[src/gmis_pkg.sv]
// Shared types and constants for the greedy maximal independent set block.
package gmis_pkg;

  localparam int unsigned NODE_W  = 8;
  localparam int unsigned COUNT_W = 9;
  localparam logic [COUNT_W-1:0] COUNT_MAX = 9'd511;

  typedef enum logic [1:0] {
    OP_CLEAR = 2'd0,
    OP_EDGE  = 2'd1,
    OP_VISIT = 2'd2
  } gmis_op_e;

  typedef struct packed {
    logic [1:0]        op;
    logic [NODE_W-1:0] node_a;
    logic [NODE_W-1:0] node_b;
  } gmis_in_t;

  typedef struct packed {
    logic [NODE_W-1:0]  node;
    logic               in_set;
    logic [COUNT_W-1:0] set_size;
  } gmis_out_t;

  typedef struct packed {
    logic restart;
    logic sweep_wr;
    logic latch;
    logic edge_wr_a;
    logic edge_wr_b;
    logic visit_rd;
    logic visit_commit;
  } gmis_cmd_t;

  typedef struct packed {
    logic last_row;
    logic out_busy;
  } gmis_status_t;

endpackage

[src/gmis_ctrl.sv]
// Controller state machine that sequences clear sweeps, edge writes and node visits.
module gmis_ctrl (
  input  logic                   clk_i,
  input  logic                   rst_ni,
  input  logic                   in_valid_i,
  input  logic [1:0]             op_i,
  output logic                   in_stall_o,
  input  gmis_pkg::gmis_status_t status_i,
  output gmis_pkg::gmis_cmd_t    cmd_o
);

  typedef enum logic [1:0] {
    ST_SWEEP,
    ST_IDLE,
    ST_EDGE,
    ST_VISIT
  } state_e;

  state_e state_q, state_d;

  assign in_stall_o = (state_q != ST_IDLE);

  always_comb begin
    cmd_o   = '0;
    state_d = state_q;
    case (state_q)
      ST_SWEEP: begin
        cmd_o.sweep_wr = 1'b1;
        if (status_i.last_row) begin
          state_d = ST_IDLE;
        end
      end
      ST_IDLE: begin
        if (in_valid_i) begin
          cmd_o.latch = 1'b1;
          case (op_i)
            gmis_pkg::OP_CLEAR: begin
              cmd_o.restart = 1'b1;
              state_d       = ST_SWEEP;
            end
            gmis_pkg::OP_EDGE: begin
              cmd_o.edge_wr_a = 1'b1;
              state_d         = ST_EDGE;
            end
            gmis_pkg::OP_VISIT: begin
              cmd_o.visit_rd = 1'b1;
              state_d        = ST_VISIT;
            end
            default: begin
              state_d = ST_IDLE;
            end
          endcase
        end
      end
      ST_EDGE: begin
        cmd_o.edge_wr_b = 1'b1;
        state_d         = ST_IDLE;
      end
      ST_VISIT: begin
        if (!status_i.out_busy) begin
          cmd_o.visit_commit = 1'b1;
          state_d            = ST_IDLE;
        end
      end
      default: begin
        state_d = ST_IDLE;
      end
    endcase
  end

  always_ff @(posedge clk_i or negedge rst_ni) begin
    if (!rst_ni) begin
      state_q <= ST_SWEEP;
    end else begin
      state_q <= state_d;
    end
  end

  a_visit_enters_wait: assert property (@(posedge clk_i) disable iff (!rst_ni)
    (in_valid_i && !in_stall_o && op_i == gmis_pkg::OP_VISIT) |=> state_q == ST_VISIT)
    else $error("A visit transaction did not move to the visit state.");

  a_edge_follows_idle: assert property (@(posedge clk_i) disable iff (!rst_ni)
    (state_q == ST_EDGE) |-> $past(state_q) == ST_IDLE)
    else $error("Second edge write without a preceding edge transaction.");

  a_commit_needs_room: assert property (@(posedge clk_i) disable iff (!rst_ni)
    cmd_o.visit_commit |-> !status_i.out_busy)
    else $error("Visit committed while the output register was stalled.");

endmodule

[config.mk]
export PLATFORM = sky130hd
export DESIGN_NAME = gmis_ctrl
export DESIGN_NICKNAME = d
export VERILOG_FILES = /design/src/gmis_pkg.sv /design/src/gmis_ctrl.sv
export SDC_FILE = /design/constraint.sdc
export NUM_CORES = 1
export LEC_CHECK = 0
export ABC_AREA = 1
export BUFFER_PORTS_ARGS = -buffer_cell sky130_fd_sc_hd__buf_4
export CAP_MARGIN = 20
export CELL_PAD_IN_SITES_DETAIL_PLACEMENT = 1
export CELL_PAD_IN_SITES_GLOBAL_PLACEMENT = 1
export CORE_AREA = 2 2 39 41
export CTS_CLUSTER_DIAMETER = 100
export DETAILED_ROUTE_END_ITERATION = 7
export DIE_AREA = 0 0 41 43
export PLACE_DENSITY_LB_ADDON = 0.3
export SYNTH_ARGS = -nofsm -noshare
export SYNTH_HDL_FRONTEND = slang
export SYNTH_SLANG_ARGS = --single-unit
[constraint.sdc]
create_clock -name clk_i -period 2 [get_ports clk_i]
set_input_delay 0.2 -clock clk_i [delete_from_list [all_inputs] [get_ports clk_i]]
set_output_delay 0.2 -clock clk_i [all_outputs]
set_load 0.02 [all_outputs]
==> flow_summary.ini, run 1 <==
[timing]
finalSetupTns_ns = 0
worst_pin_slew_ns = 0.210
hold_viol_final = 0
period_share_pct = 68.3
rsz0062_at_grt = false
slew_headroom_pct = 86.0
fin_worst_skew_ns = 0.00304
fmax_ghz = 0.732
final-max-slew-violation-count = 0
setup_viol = 0
period_needed_ns = 1.37

[hold_path]
min_path_type = in2async

[power]
power_leakage_nw = 0.230
finalPower_mw = 0.503
power_per_cell_area_mw_per_mm2 = 1280
ir_drop_mv = 0.328

[yosys]
synthCells = 36
ys_seq_area_share_pct = 21.2
synth_top_area_share_pct = 21.2
synth_edf_count = 0
synth-main-ff-cell = dfrtp_1
yosys.area.top_type = dfrtp_1
synth_top_cells_by_count = nand2_1 (8), nor2_1 (7), inv_1 (5), ha_1 (4)
yosysMostFrequentCell = nand2_1
synth_area_leaders = dfrtp_1 (21%), ha_1 (21%), nand2_1 (13%)
synth_seq_cells = 2
netlist_area_um2 = 236
syn_nets = 47
synth.avg_cell_area_um2 = 6.57
yosysWarningCount = 0
synth-async-reset-ratio_pct = 100
yosys.cell_types.count = 13

[drt]
wl_per_cell_um = 8.50
firstDrtPassIters = 2
detail_route.drc_violations = 0
dr_total_vias = 279
postRouteAntennaNets = 0
routed_wl_um = 595
first_iter_violations = 1
vias_per_cell = 3.99

[final_layout]
final_nets = 67
fin_util_pct = 28.5
largestRegisters = state_q: 2 flops
area.growth.synth_to_final_pct = 66.7
top_register = state_q
layout-drive-gt1-share_pct = 40.7
diodes = 0
largest_reg_flops = 2
seq_area_um2 = 50.0
n_fill_cell = 179
multi_input_area_um2 = 160

[clock_network]
postCtsSetupRepairBufs = 0
clk_latency_ns = 0.23
htreeDepth = 1
clk_pin_slew_ns = 0.03
cts_tree = built
clock_path_buffers = 2
cts_resized = 0
numCtsBuffers = 3
clock-sinks = 2
clock-root-buffer = clkbuf_4

[floorplan]
initial_utilization_pct = 17.1
dieArea_mm2 = 0.00176
rows = 14
core_mm2 = 0.00138
pin_count = 15
die_h_um = 43
die_w_um = 41

[flow_run]
drv_cap = 0

[global_route]
grt_overflow_total = 0
antenna_found_initial = 0
grt_pass1_wl_um = 938
grt_pass1_vias = 262
grt_max_degree = 7
track_usage_pct = 8.43

[setup_path]
cp-start-kind = flop
critPathRequiredTime_ns = 1.80
path_max_fanout = 6
cp.arrival_ns = 1.17
critPathKind = reg2out
critical_path.endpoint_type = primary output

[placement]
dpl.hpwl_um = 509
gp_routability_congestion = 0.667
io_buffers = 14

[status]
status = completed
[area by class of cell]
class,instances,share of cell area (%)
Tap cell,16,5.08
Sequential cell,2,12.7
Multi-Input combinational cell,27,40.6
Inverter,7,6.67
Clock buffer,3,5.71
Timing Repair Buffer,15,29.2
[per-stage QoR]
step | cell area, um2 | worst slack, ns | instances | hold slack [ns]
floorplan | 236 | 0.827 | 36 | -0.0956
global placement | 362 | 0.894 | 66 | -0.0180
detailed placement | 362 | 0.854 | 66 | -0.0145
CTS | 394 | 0.606 | 70 | 0.277
global route | 394 | 0.545 | 70 | 0.297
finish | 394 | 0.634 | 70 | 0.288
[where the power goes]
group | total [mW] | internal, mW | switching, mW
sequential | 0.0943 | 0.0611 | 0.0332
combinational | 0.314 | 0.125 | 0.189
clock | 0.0948 | 0.0666 | 0.0282
[routing by layer]
metal	GRT usage [%]	up-vias	part of all wire, %
li1	-	146	-
met1	8.68	123	41
met2	12.2	8	52
met3	1.57	2	4.0
met4	10.0	0	3.2
met5	0	-	0
[path summary, 6_finish.rpt]
kind                                  start          to  slack (ns)  cells past startpoint
worst max register to register   state_q[0]  state_q[0]        1.02                      4
worst min register to register   state_q[0]  state_q[0]        0.61                      2
worst min-delay path                 rst_ni  state_q[1]        0.29                      2
min in group clk_i              status_i[0]  state_q[1]        0.33                      3
max in group asynchronous            rst_ni  state_q[0]        1.62                      2
worst max-delay path             state_q[0]    cmd_o[4]        0.63                      5
[cell usage in the layout (no fill, tap or decap)]
cell,n
dfrtp_1,2
nor2_4,1
nor3_1,1
a21oi_1,1
nand3_1,2
nand4_1,1
nand3_2,1
dlygate4sd3_1,1
nand2_2,1
nor2_1,7
inv_2,2
nand2_1,8
inv_1,5
clkbuf_4,3
buf_4,14
ha_1,4
[cells by family after synthesis]
logic type	Yosys count	share of synthesized area, %
AO/OA/AOI/OAI	1	2.11
flip-flops	2	21.2
AND/OR/NAND/NOR	22	44.4
buffers and inverters	7	11.1
adder cells (fa/ha/maj)	4	21.2
[what timing repair did]
| item | in CTS | in global routing |
|---|---|---|
| hold buffers | 1 | 0 |
| hold endpoints to repair | 2 | 0 |
| setup endpoints to repair | 0 | 0 |
[worst max-delay path, stage by stage, from the launching register on]
cell     delay (ns)
dfrtp_1        0.44
inv_2          0.08
nor2_4         0.11
inv_2          0.07
nor2_1         0.09
buf_4          0.15
(Power assumes the default switching activity.)
==> run 2: changes to the inputs <==
==> constraint.sdc (replaced) <==
create_clock -name clk_i -period 1.34 [get_ports clk_i]
set_input_delay 0.134 -clock clk_i [delete_from_list [all_inputs] [get_ports clk_i]]
set_output_delay 0.134 -clock clk_i [all_outputs]
set_load 0.02 [all_outputs]
==> run 2 against run 1 <==
  * Critical path depth shrank 2
  * Routed wire length grew 7.9%
  * Design area grew 2.2%
  * Clock-buffer cell count is the same
  * Largest power group unchanged
  * Power grew 54%
==> flow_summary.ini, run 2 (synthesis results as in run 1) <==
[floorplan]
dieArea_mm2 = 0.00176
die_w_um = 41
pin_count = 15
die_h_um = 43
initial_utilization_pct = 17.1
core_mm2 = 0.00138
rows = 14

[timing]
setup_ws_ns = 0.116
slew_headroom_pct = 86.9
fin_worst_skew_ns = 0.00296
period_needed_ns = 1.22
fmax_ghz = 0.817
hold_viol_final = 0
worst_pin_slew_ns = 0.197
setup_viol = 0
final-max-slew-violation-count = 0
period_share_pct = 91.4

[global_route]
grt_overflow_total = 0
grt_pass1_wl_um = 1130
grt_max_degree = 7
track_usage_pct = 9.23
grt_pass1_vias = 282
antenna_found_initial = 0

[status]
status = completed

[setup_path]
critical-path-top-delay-family = flip-flops
slowest_stage = dfrtp_1
max_stage_delay_ns = 0.42
worst-path-buf-inv = 2
critPathKind = reg2out
cp-start-kind = flop
cp.depth = 3
timing.rr.start = state_q[1]
r2r_slack_ns = 0.33
cp_cell_sequence = inv_1, nor3_1, buf_4
path_max_fanout = 4
critical_path.endpoint_type = primary output
rr_endpoint = state_q[0]
cp.arrival_ns = 1.09
critPathRequiredTime_ns = 1.21
worstRegToRegCells = 4

[clock_network]
htreeDepth = 1
clk_latency_ns = 0.22
clock_path_buffers = 2
clk_pin_slew_ns = 0.03
cts_tree = built
numCtsBuffers = 3
clock-root-buffer = clkbuf_4
clock-sinks = 2

[final_layout]
diodes = 0
layout-drive-gt1-share_pct = 43.6
area.growth.synth_to_final_pct = 70.4
largest_reg_flops = 2
multi_input_area_um2 = 160
largestRegisters = state_q: 2 flops
final_common_cell = buf_4
final_nets = 68
top_register = state_q
mostFrequentLayoutCells = buf_4 (15), nand2_1 (8), nor2_1 (7)
n_fill_cell = 174
stdcell_area_um2 = 403
seq_area_um2 = 51.3

[drt]
wl_per_cell_um = 9.04
firstDrtPassIters = 2
first_iter_violations = 1
vias_per_cell = 3.90
detail_route.drc_violations = 0
postRouteAntennaNets = 0
dr_total_vias = 277
routed_wl_um = 642

[placement]
dpl-instance-area_um2 = 362
dp_slack_ns = 0.286
io_buffers = 14
dpl.hpwl_um = 533
gp_routability_congestion = 0.653

[power]
power_leakage_nw = 0.233
ir_drop_mv = 0.534
power_per_cell_area_mw_per_mm2 = 1920

[hold_path]
min_path_type = in2async

[flow_run]
drv_cap = 0
run 2: worst max-delay path by stage:
stage          startpoint    endpoint  slack (ns)
6_report       state_q[1]    cmd_o[0]        0.12
4_1_cts        state_q[0]    cmd_o[4]        0.05
3_5_place_dp   state_q[0]    cmd_o[4]        0.29
3_3_place_gp   state_q[0]    cmd_o[1]        0.32
2_1_floorplan  state_q[1]  state_q[0]        0.17
5_1_grt        state_q[0]    cmd_o[6]      -0.005
run 2: routing by layer:
metal  up-vias  share of wire, %  track usage (%)
li1        149                 -                -
met1       124                43             12.2
met2         4                55             14.1
met3         0               2.0             3.14
met4         0                 0             2.00
met5         -                 0                0
run 2: metrics by stage:
stage / cells / setup TNS [ns] / total power, mW / hold slack (ns) / util (%)
4_1_cts: 70 / 0 / 0.765 / 0.227 / 28.5
5_1_grt: 71 / -0.00547 / 0.859 / 0.242 / 29.1
3_5_place_dp: 66 / 0 / 0.621 / -0.0830 / 26.1
2_1_floorplan: 36 / 0 / 0.438 / -0.162 / -
6_report: 71 / 0 / 0.772 / 0.239 / 29.1
3_3_place_gp: 66 / 0 / 0.614 / -0.0837 / 26.1
run 2: final cells by class:
type | count | area share [%]
multi-input cells | 27 | 39.8
clock buffers | 3 | 5.59
flip-flops and latches | 2 | 12.7
inverters | 7 | 6.52
well taps | 16 | 4.97
repair buffers | 16 | 30.4
run 2: what timing repair did:
action / CTS / global route
gates resized for setup: 0 / 1
hold buffers: 1 / 0
hold endpoints to repair: 2 / 0
setup buffers: 0 / 1
setup endpoints to repair: 0 / 4
run 2: where the power goes:
group | internal (mW) | total (mW) | switching (mW)
clock network | 0.0983 | 0.127 | 0.0283
registers | 0.0945 | 0.134 | 0.0398
logic | 0.207 | 0.511 | 0.304
total | 0.400 | 0.772 | 0.372
